--- config.mk ---
export PLATFORM = sky130hd
export DESIGN_NAME = meter_frame_receiver_flat
export DESIGN_NICKNAME = d
export VERILOG_FILES = /design/src/mfr_pkg.sv /design/src/mfr_in_if.sv /design/src/mfr_out_if.sv /design/src/mfr_deframer.sv /design/src/meter_frame_receiver.sv /design/src/flat_wrapper.sv
export SDC_FILE = /design/constraint.sdc
export NUM_CORES = 1
export LEC_CHECK = 0
export ABC_AREA = 1
export BUFFER_PORTS_ARGS = -buffer_cell sky130_fd_sc_hd__buf_4
export CAP_MARGIN = 10
export CELL_PAD_IN_SITES_DETAIL_PLACEMENT = 0
export CELL_PAD_IN_SITES_GLOBAL_PLACEMENT = 1
export CORE_MARGIN = 10
export CORE_UTILIZATION = 40
export DETAILED_ROUTE_END_ITERATION = 12
export PLACE_DENSITY = 0.72
export SETUP_SLACK_MARGIN = 0.15
export SLEW_MARGIN = 20
export SYNTH_ARGS = -nofsm -noshare
export SYNTH_HDL_FRONTEND = slang
export SYNTH_SLANG_ARGS = --single-unit
export TNS_END_PERCENT = 50
--- constraint.sdc ---
create_clock -name i_clk -period 3.7 [get_ports i_clk]
set_input_delay 1.11 -clock i_clk [delete_from_list [all_inputs] [get_ports i_clk]]
set_output_delay 1.11 -clock i_clk [all_outputs]
set_load 0.03 [all_outputs]
--- src/mfr_pkg.sv ---
package mfr_pkg;

    localparam logic [7:0] START_BYTE       = 8'h68;
    localparam logic [7:0] METER_TYPE_RST   = 8'h20;
    localparam logic [7:0] EXP_CONTROL_RST  = 8'h81;

    localparam int CFG_IDX_W = 1;
    localparam logic [CFG_IDX_W-1:0] CFG_METER_TYPE       = 1'b0;
    localparam logic [CFG_IDX_W-1:0] CFG_EXPECTED_CONTROL = 1'b1;

    // last address byte and the fixed part ahead of the data bytes
    localparam logic [8:0] POS_LAST_ADDR = 9'd8;
    localparam logic [8:0] POS_DATA_BASE = 9'd10;

    typedef enum logic [7:0] {
        PH_IDLE  = 8'b0000_0001,
        PH_ADDR  = 8'b0000_0010,
        PH_CTRL  = 8'b0000_0100,
        PH_LEN   = 8'b0000_1000,
        PH_DATA  = 8'b0001_0000,
        PH_SUM   = 8'b0010_0000,
        PH_TRAIL = 8'b0100_0000,
        PH_ERR   = 8'b1000_0000
    } t_phase;

    typedef struct packed {
        logic [7:0] meter_type;
        logic [7:0] expected_control;
    } t_cfg;

    typedef struct packed {
        logic [7:0] rx_byte;
    } t_in_item;

    typedef struct packed {
        logic [7:0]  frame_byte;
        logic        in_frame;
        logic [8:0]  byte_position;
        logic        frame_end;
        logic        checksum_ok;
        logic        control_error;
        logic [15:0] error_total;
        logic [15:0] checksum_error_total;
    } t_out_item;

endpackage

--- src/mfr_in_if.sv ---
interface mfr_in_if;
    logic               valid;
    logic               ready;
    mfr_pkg::t_in_item  data;

    modport source (output valid, output data, input ready);
    modport sink   (input valid, input data, output ready);
endinterface

--- src/mfr_out_if.sv ---
interface mfr_out_if;
    logic               valid;
    logic               ready;
    mfr_pkg::t_out_item data;

    modport source (output valid, output data, input ready);
    modport sink   (input valid, input data, output ready);
endinterface

--- src/mfr_deframer.sv ---
module mfr_deframer (
    input  logic               i_clk,
    input  logic               i_rst_n,
    input  logic               i_step,
    input  logic [7:0]         i_byte,
    input  mfr_pkg::t_cfg      i_cfg,
    output mfr_pkg::t_out_item o_result
);
    import mfr_pkg::*;

    t_phase      r_phase,       n_phase;
    logic        r_start_seen,  n_start_seen;
    logic [8:0]  r_byte_count,  n_byte_count;
    logic [7:0]  r_data_length, n_data_length;
    logic [7:0]  r_running_sum, n_running_sum;
    logic        r_sum_matched, n_sum_matched;
    logic [15:0] r_err_cnt,     n_err_cnt;
    logic [15:0] r_sum_err_cnt, n_sum_err_cnt;

    logic        inf, fend, ok, cerr;
    logic [8:0]  pos;
    logic [7:0]  sum_plus;
    logic [8:0]  data_last;

    assign sum_plus  = r_running_sum + i_byte;
    assign data_last = POS_DATA_BASE + {1'b0, r_data_length};

    always_comb begin
        n_phase       = r_phase;
        n_start_seen  = r_start_seen;
        n_byte_count  = r_byte_count;
        n_data_length = r_data_length;
        n_running_sum = r_running_sum;
        n_sum_matched = r_sum_matched;
        n_err_cnt     = r_err_cnt;
        n_sum_err_cnt = r_sum_err_cnt;
        inf  = 1'b1;
        fend = 1'b0;
        ok   = 1'b0;
        cerr = 1'b0;
        pos  = r_byte_count;
        unique case (r_phase)
            PH_IDLE: begin
                // type byte wins over a start byte when armed
                pos = '0;
                inf = 1'b0;
                if (r_start_seen && i_byte == i_cfg.meter_type) begin
                    inf           = 1'b1;
                    pos           = 9'd1;
                    n_running_sum = sum_plus;
                    n_byte_count  = 9'd2;
                    n_start_seen  = 1'b0;
                    n_phase       = PH_ADDR;
                end else if (i_byte == START_BYTE) begin
                    inf           = 1'b1;
                    n_running_sum = START_BYTE;
                    n_byte_count  = 9'd1;
                    n_start_seen  = 1'b1;
                end
            end
            PH_ADDR: begin
                n_running_sum = sum_plus;
                n_byte_count  = r_byte_count + 9'd1;
                if (r_byte_count >= POS_LAST_ADDR) n_phase = PH_CTRL;
            end
            PH_CTRL: begin
                n_running_sum = sum_plus;
                n_byte_count  = r_byte_count + 9'd1;
                n_phase       = (i_byte == i_cfg.expected_control) ? PH_LEN : PH_ERR;
            end
            PH_LEN: begin
                n_running_sum = sum_plus;
                n_data_length = i_byte;
                n_byte_count  = r_byte_count + 9'd1;
                n_phase       = (i_byte == 8'd0) ? PH_SUM : PH_DATA;
            end
            PH_DATA: begin
                n_running_sum = sum_plus;
                n_byte_count  = r_byte_count + 9'd1;
                if (r_byte_count >= data_last) n_phase = PH_SUM;
            end
            PH_SUM: begin
                n_sum_matched = (i_byte == r_running_sum);
                n_byte_count  = r_byte_count + 9'd1;
                n_phase       = PH_TRAIL;
            end
            PH_TRAIL: begin
                fend = 1'b1;
                ok   = r_sum_matched;
                if (!r_sum_matched) n_sum_err_cnt = r_sum_err_cnt + 16'd1;
                n_byte_count = '0;
                n_phase      = PH_IDLE;
            end
            PH_ERR: begin
                fend          = 1'b1;
                cerr          = 1'b1;
                n_err_cnt     = r_err_cnt + 16'd1;
                n_sum_err_cnt = r_sum_err_cnt + 16'd1;
                n_byte_count  = '0;
                n_phase       = PH_IDLE;
            end
            default: begin
                n_phase = PH_IDLE;
            end
        endcase
    end

    always_comb begin
        o_result.frame_byte           = i_byte;
        o_result.in_frame             = inf;
        o_result.byte_position        = pos;
        o_result.frame_end            = fend;
        o_result.checksum_ok          = ok;
        o_result.control_error        = cerr;
        o_result.error_total          = n_err_cnt;
        o_result.checksum_error_total = n_sum_err_cnt;
    end

    always_ff @(posedge i_clk) begin
        if (!i_rst_n) begin
            r_phase       <= PH_IDLE;
            r_start_seen  <= 1'b0;
            r_byte_count  <= '0;
            r_data_length <= '0;
            r_running_sum <= '0;
            r_sum_matched <= 1'b0;
            r_err_cnt     <= '0;
            r_sum_err_cnt <= '0;
        end else if (i_step) begin
            r_phase       <= n_phase;
            r_start_seen  <= n_start_seen;
            r_byte_count  <= n_byte_count;
            r_data_length <= n_data_length;
            r_running_sum <= n_running_sum;
            r_sum_matched <= n_sum_matched;
            r_err_cnt     <= n_err_cnt;
            r_sum_err_cnt <= n_sum_err_cnt;
        end
    end

endmodule

--- src/meter_frame_receiver.sv ---
// Meter reply deframer. Each input item is one received serial byte; each
// byte yields exactly one result item that echoes it with its frame position,
// frame-end and checksum flags and the running error totals. A frame is the
// start byte 0x68, the configured meter type byte, seven address bytes, the
// control byte, an unsigned length byte L, L data bytes, a checksum (mod-256
// sum of all earlier bytes) and a trailer: 13+L bytes. A wrong control byte
// aborts the frame on the following byte and counts in both error totals.
// Throughput is one item per clock while the result side is ready: the byte
// sits in an input register, the deframer state update is a single short step
// (one 8-bit add and a 9-bit compare), and the result lands in an output
// register. Write configuration only while the block is idle; index 0 is
// meter_type (reset 0x20), index 1 is expected_control (reset 0x81).
module meter_frame_receiver (
    input  logic                             i_clk,
    input  logic                             i_rst_n,
    input  logic                             i_cfg_we,
    input  logic [mfr_pkg::CFG_IDX_W-1:0]    i_cfg_index,
    input  logic [7:0]                       i_cfg_data,
    mfr_in_if.sink                           i_rx,
    mfr_out_if.source                        o_frm
);
    import mfr_pkg::*;

    t_cfg      r_cfg;
    logic      r_in_valid;
    t_in_item  r_in;
    logic      r_out_valid;
    t_out_item r_out;
    t_out_item step_result;
    logic      advance;

    // move the held byte forward when the result slot is free or draining
    assign advance    = r_in_valid && (!r_out_valid || o_frm.ready);
    assign i_rx.ready = !r_in_valid || advance;

    // configuration registers
    always_ff @(posedge i_clk) begin
        if (!i_rst_n) begin
            r_cfg.meter_type       <= METER_TYPE_RST;
            r_cfg.expected_control <= EXP_CONTROL_RST;
        end else if (i_cfg_we) begin
            unique case (i_cfg_index)
                CFG_METER_TYPE:       r_cfg.meter_type       <= i_cfg_data;
                CFG_EXPECTED_CONTROL: r_cfg.expected_control <= i_cfg_data;
                default: ;
            endcase
        end
    end

    // input register: hold the byte until the deframer takes it
    always_ff @(posedge i_clk) begin
        if (!i_rst_n) begin
            r_in_valid <= 1'b0;
        end else if (i_rx.ready) begin
            r_in_valid <= i_rx.valid;
        end
    end

    always_ff @(posedge i_clk) begin
        if (i_rx.valid && i_rx.ready) begin
            r_in <= i_rx.data;
        end
    end

    mfr_deframer u_deframer (
        .i_clk    (i_clk),
        .i_rst_n  (i_rst_n),
        .i_step   (advance),
        .i_byte   (r_in.rx_byte),
        .i_cfg    (r_cfg),
        .o_result (step_result)
    );

    // result register: drop valid once taken, refill on each advance
    always_ff @(posedge i_clk) begin
        if (!i_rst_n) begin
            r_out_valid <= 1'b0;
        end else if (advance) begin
            r_out_valid <= 1'b1;
        end else if (o_frm.ready) begin
            r_out_valid <= 1'b0;
        end
    end

    always_ff @(posedge i_clk) begin
        if (advance) begin
            r_out <= step_result;
        end
    end

    assign o_frm.valid = r_out_valid;
    assign o_frm.data  = r_out;

    // an empty result slot never blocks the input side
    a_no_stall_when_empty: assert property (@(posedge i_clk) disable iff (!i_rst_n)
        !r_out_valid |-> i_rx.ready)
        else $error("input stalled with empty result slot");

    // an abort on the control byte is always a frame end without a good checksum
    a_ctrl_err_ends_frame: assert property (@(posedge i_clk) disable iff (!i_rst_n)
        (r_out_valid && r_out.control_error) |-> (r_out.frame_end && !r_out.checksum_ok))
        else $error("control error without frame end");

    // bytes outside a frame carry no position and end nothing
    a_noise_clean: assert property (@(posedge i_clk) disable iff (!i_rst_n)
        (r_out_valid && !r_out.in_frame) |->
            (r_out.byte_position == 9'd0 && !r_out.frame_end))
        else $error("out-of-frame byte carries frame info");

    // the control error total steps by exactly this result's control error
    a_err_total_step: assert property (@(posedge i_clk) disable iff (!i_rst_n)
        (advance && r_out_valid) |=>
            (r_out.error_total == $past(r_out.error_total) + 16'(r_out.control_error)))
        else $error("error total out of step");

endmodule

--- src/flat_wrapper.sv ---
// flat-port wrapper written by rule: the top's interface ports become plain ports
module meter_frame_receiver_flat import mfr_pkg::*;
  (i_clk, i_rst_n, i_cfg_we, i_cfg_index, i_cfg_data, i_rx_valid, i_rx_data, i_rx_ready, o_frm_valid, o_frm_data, o_frm_ready);
  mfr_in_if i_rx_i ();
  mfr_out_if o_frm_i ();
  input  logic i_clk;
  input  logic i_rst_n;
  input  logic i_cfg_we;
  input  logic [mfr_pkg::CFG_IDX_W-1:0] i_cfg_index;
  input  logic [7:0] i_cfg_data;
  input wire logic [$bits(i_rx_i.valid)-1:0] i_rx_valid;
  input wire logic [$bits(i_rx_i.data)-1:0] i_rx_data;
  output wire logic [$bits(i_rx_i.ready)-1:0] i_rx_ready;
  output wire logic [$bits(o_frm_i.valid)-1:0] o_frm_valid;
  output wire logic [$bits(o_frm_i.data)-1:0] o_frm_data;
  input wire logic [$bits(o_frm_i.ready)-1:0] o_frm_ready;
  assign i_rx_i.valid = i_rx_valid;
  assign i_rx_i.data = i_rx_data;
  assign i_rx_ready = i_rx_i.ready;
  assign o_frm_valid = o_frm_i.valid;
  assign o_frm_data = o_frm_i.data;
  assign o_frm_i.ready = o_frm_ready;
  meter_frame_receiver u_core (.i_clk(i_clk), .i_rst_n(i_rst_n), .i_cfg_we(i_cfg_we), .i_cfg_index(i_cfg_index), .i_cfg_data(i_cfg_data), .i_rx(i_rx_i), .o_frm(o_frm_i));
endmodule
# --- After elaboration in Yosys (flattened, before gate mapping) ---
# Index checks and enable logic that the tools add are counted.
op_classes:
  addsub: 5
  n_lt_le_gt_ge: 2
  eq_ne: 16
  muxes: 24
  bitwise: 2
  reduce_logical: 24
ops:
  columns: ["cell", "n"]
  rows:
  - ["2-to-1 mux 8 bit", 6]
  - ["one-hot mux 8 bit (6 select lines)", 1]
  - ["adder 16 x 1 -> 16 bit (second input constant)", 2]
  - ["2-to-1 mux 16 bit", 2]
  - ["one-hot mux 16 bit (2 select lines)", 1]
  - ["2-to-1 mux 9 bit", 3]
  - ["one-hot mux 9 bit (3 select lines)", 1]
  - ["== test 8 bit", 3]
  - ["== test 8 x 7 -> 1 bit (second input constant)", 2]
  - ["one-hot mux 8 bit (2 select lines)", 1]
  - ["adder 4 x 8 -> 9 bit (first input constant)", 1]
  - ["adder 9 x 1 -> 9 bit (second input constant)", 1]
  - ["greater-or-equal comparator 9 x 4 -> 1 bit (second input constant)", 1]
  - ["greater-or-equal comparator 9 bit", 1]
  - ["AND reduction 3 bit", 3]
  - ["adder 8 bit", 1]
  - ["== test 8 x 1 -> 1 bit (second input constant)", 1]
  - ["== test 8 x 2 -> 1 bit (second input constant)", 1]
  - ["== test 8 x 3 -> 1 bit (second input constant)", 1]
  - ["== test 8 x 4 -> 1 bit (second input constant)", 1]
  - ["== test 8 x 5 -> 1 bit (second input constant)", 1]
  - ["== test 8 x 6 -> 1 bit (second input constant)", 1]
  - ["== test 8 bit (second input constant)", 1]
  - ["zero test 8 bit", 1]
  - ["other kinds (15)", 35]
word_totals:
  reg_bits: 146
  in_bits: 22
  out_inout_bits: 55

# --- Logic depth before layout (Yosys ltp) ---
logic_depth:
  word_depth: 5
  mapped_depth: 17

# --- Cells and area by module ---
# From an unflattened synthesis, not the netlist that was laid out.
hier_totals:
  hier_cells: 998
  hier_area_um2: 7772.5
modules_own_cells:
  columns: ["mod", "instances", "cells_each", "area_per_inst_um2"]
  rows:
  - ["mfr_deframer", 1, 839, 5221.3]
  - ["meter_frame_receiver", 1, 159, 2551.2]

# --- Worst setup path after synthesis ---
# OpenSTA, ideal clock, no wires.
synth_path:
  path_kind: "input -> register"
  from: "input port o_frm_ready"
  to: "register u_core.u_deframer.r_sum_err_cnt[13]"
  arrival_time_ns: 3.472
  path_slack_ns: 0.136
  stages: 7
  path_buffers: 1
  cell_sequence: "inv_1 nand2_1 nand2_1 inv_1 buf_1 o21ai_0 a21oi_1"
synth_between:
  elab_chain_len: 2
synth_lines:
  columns: ["element", "line", "rtl"]
  rows:
  - ["start: declaration", "flat_wrapper.sv:16", "input wire logic [$bits(o_frm_i.ready)-1:0] o_frm_ready;"]
  - ["logical OR 1 bit", "meter_frame_receiver.sv:33", "assign advance = r_in_valid && (!r_out_valid || o_frm.ready);"]
  - ["logical AND 1 bit", "meter_frame_receiver.sv:33", null]
  - ["named net u_core.advance", "meter_frame_receiver.sv:30", "logic advance;"]
  - ["end signal: assignment", "mfr_deframer.sv:137", "r_sum_err_cnt <= n_sum_err_cnt;"]
  - ["end: declaration", "mfr_deframer.sv:18", "logic [15:0] r_sum_err_cnt, n_sum_err_cnt;"]
# The timed path passes the listed nets, and every way through them passes these cells.
# A chain may end at the register's enable or synchronous reset.

# --- Final worst setup path ---
layout_path:
  from: "input port o_frm_ready"
  to: "output port i_rx_ready"
layout_between:
  elab_chain_len: 3
layout_lines:
  columns: ["element", "line", "rtl"]
  rows:
  - ["logical OR 1 bit", "meter_frame_receiver.sv:33", null]
  - ["logical AND 1 bit", "meter_frame_receiver.sv:33", null]
  - ["logical OR 1 bit", "meter_frame_receiver.sv:34", "assign i_rx.ready = !r_in_valid || advance;"]
  - ["end: declaration", "flat_wrapper.sv:13", "output wire logic [$bits(i_rx_i.ready)-1:0] i_rx_ready;"]
# Every way passes these cells.

==> metrics <==
CTS sink cnt approximately 150; worst-path maximum fanout 3; Setup Slack @ Placement 886.2 ps; multiplexer fraction of the synthesized cell area 0; CP max stage delay 220 ps; number of buffers created by CTS 17; Worst Setup Start Kind input port; post-route antenna net violation count 0; Final Hold Vio Count 0; critical path's most frequent cell buf_4; r2r setup slk 1210 ps; main combinational cell family by area after synthesis simple AND/OR/NAND/NOR gates; complex-gate fraction of the synthesized area 0.1054; number of nets produced by synthesis 1006; diode insertion count for antenna repair 0; Worst Hold Class flip-flop to flip-flop; post-CTS setup buffer count 0; synthesized area 7597 um^2; count of unique library cells instantiated by Yosys 42; Async SR Flop Fraction 0; maximum clock frequency 356.2 MHz; via count of the first global-routing pass 5911; pin count of the biggest net entering global routing 60; via-per-instance ratio between 4 and 5; capturing element type of the critical path primary output; final period demand of the worst path 2808 ps; result of the run finished, final reports clean; first-pass GRT wire length 29630 um; post-layout net count 1080; die extent in x 157.8 um; dominant cell by count in the synthesized netlist nand2_1; cell count after synthesis 962; Fin Clk Skew 5.723 ps; critical-path cell with the highest stage delay buf_4; aggregate negative setup slack 0 ps; data required time of the worst path around 2600 ps; Arrival @ worst endpoint roughly 1700 ps; non-filler instance count after layout 1283; Max-Cap Viols 0; maximum buffer depth of the clock tree 2; worst slew pin tran 802.0 ps; Die ar. 24910 um^2; cell taking the most area after synthesis edfxtp_1; unrepaired setup endpoints after global routing no; count of warnings emitted by yosys 0; Ports 77; routability congestion estimate 0.8233; Non-Filler Cell Area, Final 8989 um^2; Commonest cells post-synth nand2_1 (205), inv_1 (140), nor2_1 (102), dfxtp_1 (85), a21oi_1 (74); most used flip-flop cell after synthesis dfxtp_1; endpoints failing setup 0; clock transition at the registers of the reported paths 60 ps; xor/xnor share of the synthesized area 0.04941; area fraction in and, or, nand and nor cells after synthesis 0.2540; worst-case vdd ir drop about 0.37 mV; sequential element share of the synthesized area 0.4651; worst setup path class input port to primary output; site row count 50; Util after Layout 0.4805; half-perimeter wire length after detailed placement 12460 um; via count 6108; area of the core 18710 um^2; power density over cell area around 500 nW/um^2; Post-Synth Adder-Cell Area 0.03722; relative slew slack 0.4634; CTS H-tree depth 4; die height 157.8 um; worst hold slack 471.3 ps; area share of the largest cell type after synthesis 0.2411; number of synthesized register bits 146; length of the first detailed-routing pass in iterations 6; fraction of final layout cells sized beyond drive strength 1 0.1478; number of placed instances with taps included 1251; post-CTS sizing 0; reported leakage power 4.120 nW; aggregate routed wire length 17780 um; initial cell density of the core 0.4062; placed instance area 8371 um^2; cell types with the largest area share after synthesis edfxtp_1 (24%), dfxtp_1 (22%), nand2_1 (10%), inv_1 (6.9%), nor2_1 (5.0%); CTS Hold Bufs 0; post-layout power 4.603 mW; remaining global-route overflow 0; Cell Chain, Critical Path buf_4 > inv_1 > nand3_1 > buf_4; clock tree from TritonCTS yes; mean cell area of the mapped netlist 7.897 um^2; growth of design area from synthesis to finish 18.31%; detailed router's first-iteration violation count 298; number of enable flip-flop cells after synthesis 61; Routed WL per cell 13.86 um; DRC violation count after routing 0; number of antenna violations at the first check in global routing 0; clock latency on the worst-skew pair ~420 ps; ratio of final minimum period to clock period 0.7588; All-Layer GR Usage 0.1487; root buf cell clkbuf_16; final count of pins violating max slew 0; port buffer count 76; crit path setup slack, layout 892.3 ps
==> cells by family (layout without fill, tap and decap cells) <==
kind of cell,Yosys count,in the layout
XOR/XNOR,42,42
AND/OR/NAND/NOR,432,432
buffers and inverters,172,259
adder cells (fa/ha/maj),22,22
AO/OA/AOI/OAI,148,148
flip-flops,146,146
==> path summary, 6_finish.rpt <==
| check | start | end | cells past startpoint |
|---|---|---|---|
| setup / recovery | o_frm_ready | i_rx_ready | 4 |
| hold / removal | u_core.u_deframer.r_running_sum[4] | u_core.u_deframer.r_running_sum[4] | 2 |
| setup reg to reg | u_core.r_in[4] | u_core.u_deframer.r_byte_count[7] | 10 |
| hold reg to reg | u_core.u_deframer.r_running_sum[4] | u_core.u_deframer.r_running_sum[4] | 2 |
==> state kept, by name, summed over array words and instances, names as in the netlist <==
signal,flops
u_core.o_frm.data,53
u_core.r_in_valid,1
u_core.u_deframer.r_phase,8
u_core.u_deframer.r_byte_count,9
u_core.u_deframer.r_err_cnt,16
u_core.u_deframer.r_running_sum,8
u_core.u_deframer.r_sum_matched,1
u_core.u_deframer.r_data_length,8
u_core.u_deframer.r_sum_err_cnt,16
u_core.u_deframer.r_start_seen,1
u_core.o_frm.valid,1
u_core.r_in,8
u_core.r_cfg,16
==> per-layer routing <==
metal	wire, um	vias up	part of all wire	GRT usage
met5	0	-	0	0
met4	214	0	0.012	0.04942
met1	8954	2723	0.50	0.1995
met2	7762	99	0.44	0.2270
met3	851	17	0.048	0.03935
li1	-	3269	-	-
==> layout make-up <==
type / count / area (um^2)
clock buffers: 18 / 429.2
well taps: 234 / 292.8
multi-input cells: 644 / 3391
inverters: 147 / 553.0
repair buffers: 80 / 600.6
flip-flops and latches: 146 / 3533
fillers: 1872 / 9717
clock inverters: 14 / 188.9
==> layout by cell type (no fill, tap or decap), types with 3 or more instances in the layout <==
master	n
a21oi_1	74
buf_4	80
bufinv_16	4
clkbuf_16	17
clkinv_2	5
clkinv_4	3
clkinvlp_4	3
dfxtp_1	85
edfxtp_1	61
ha_1	21
inv_1	139
inv_2	7
nand2_1	204
nand2_2	8
nand3_1	58
nand3_2	5
nand3b_1	3
nand4_1	14
nor2_1	102
nor2_2	4
nor2_4	3
nor2_8	3
nor3_1	21
nor4_1	3
o21ai_0	47
o21ai_1	14
o21ai_2	6
xnor2_1	9
xor2_1	32
==> report_power, final <==
part           switching (mW)  leakage [nW]  internal, mW  total (mW)
Combinational           0.615          2.55         0.273       0.888
Clock                   0.695         0.296          1.13        1.82
Sequential             0.0884          1.28          1.81        1.90
==> critical path: cells and delay by family <==
family                 cells  cell delay, ps
buffers and inverters      3             420
and+or+nand+nor            1             170
Note: power is estimated with default switching activity, not from simulation.
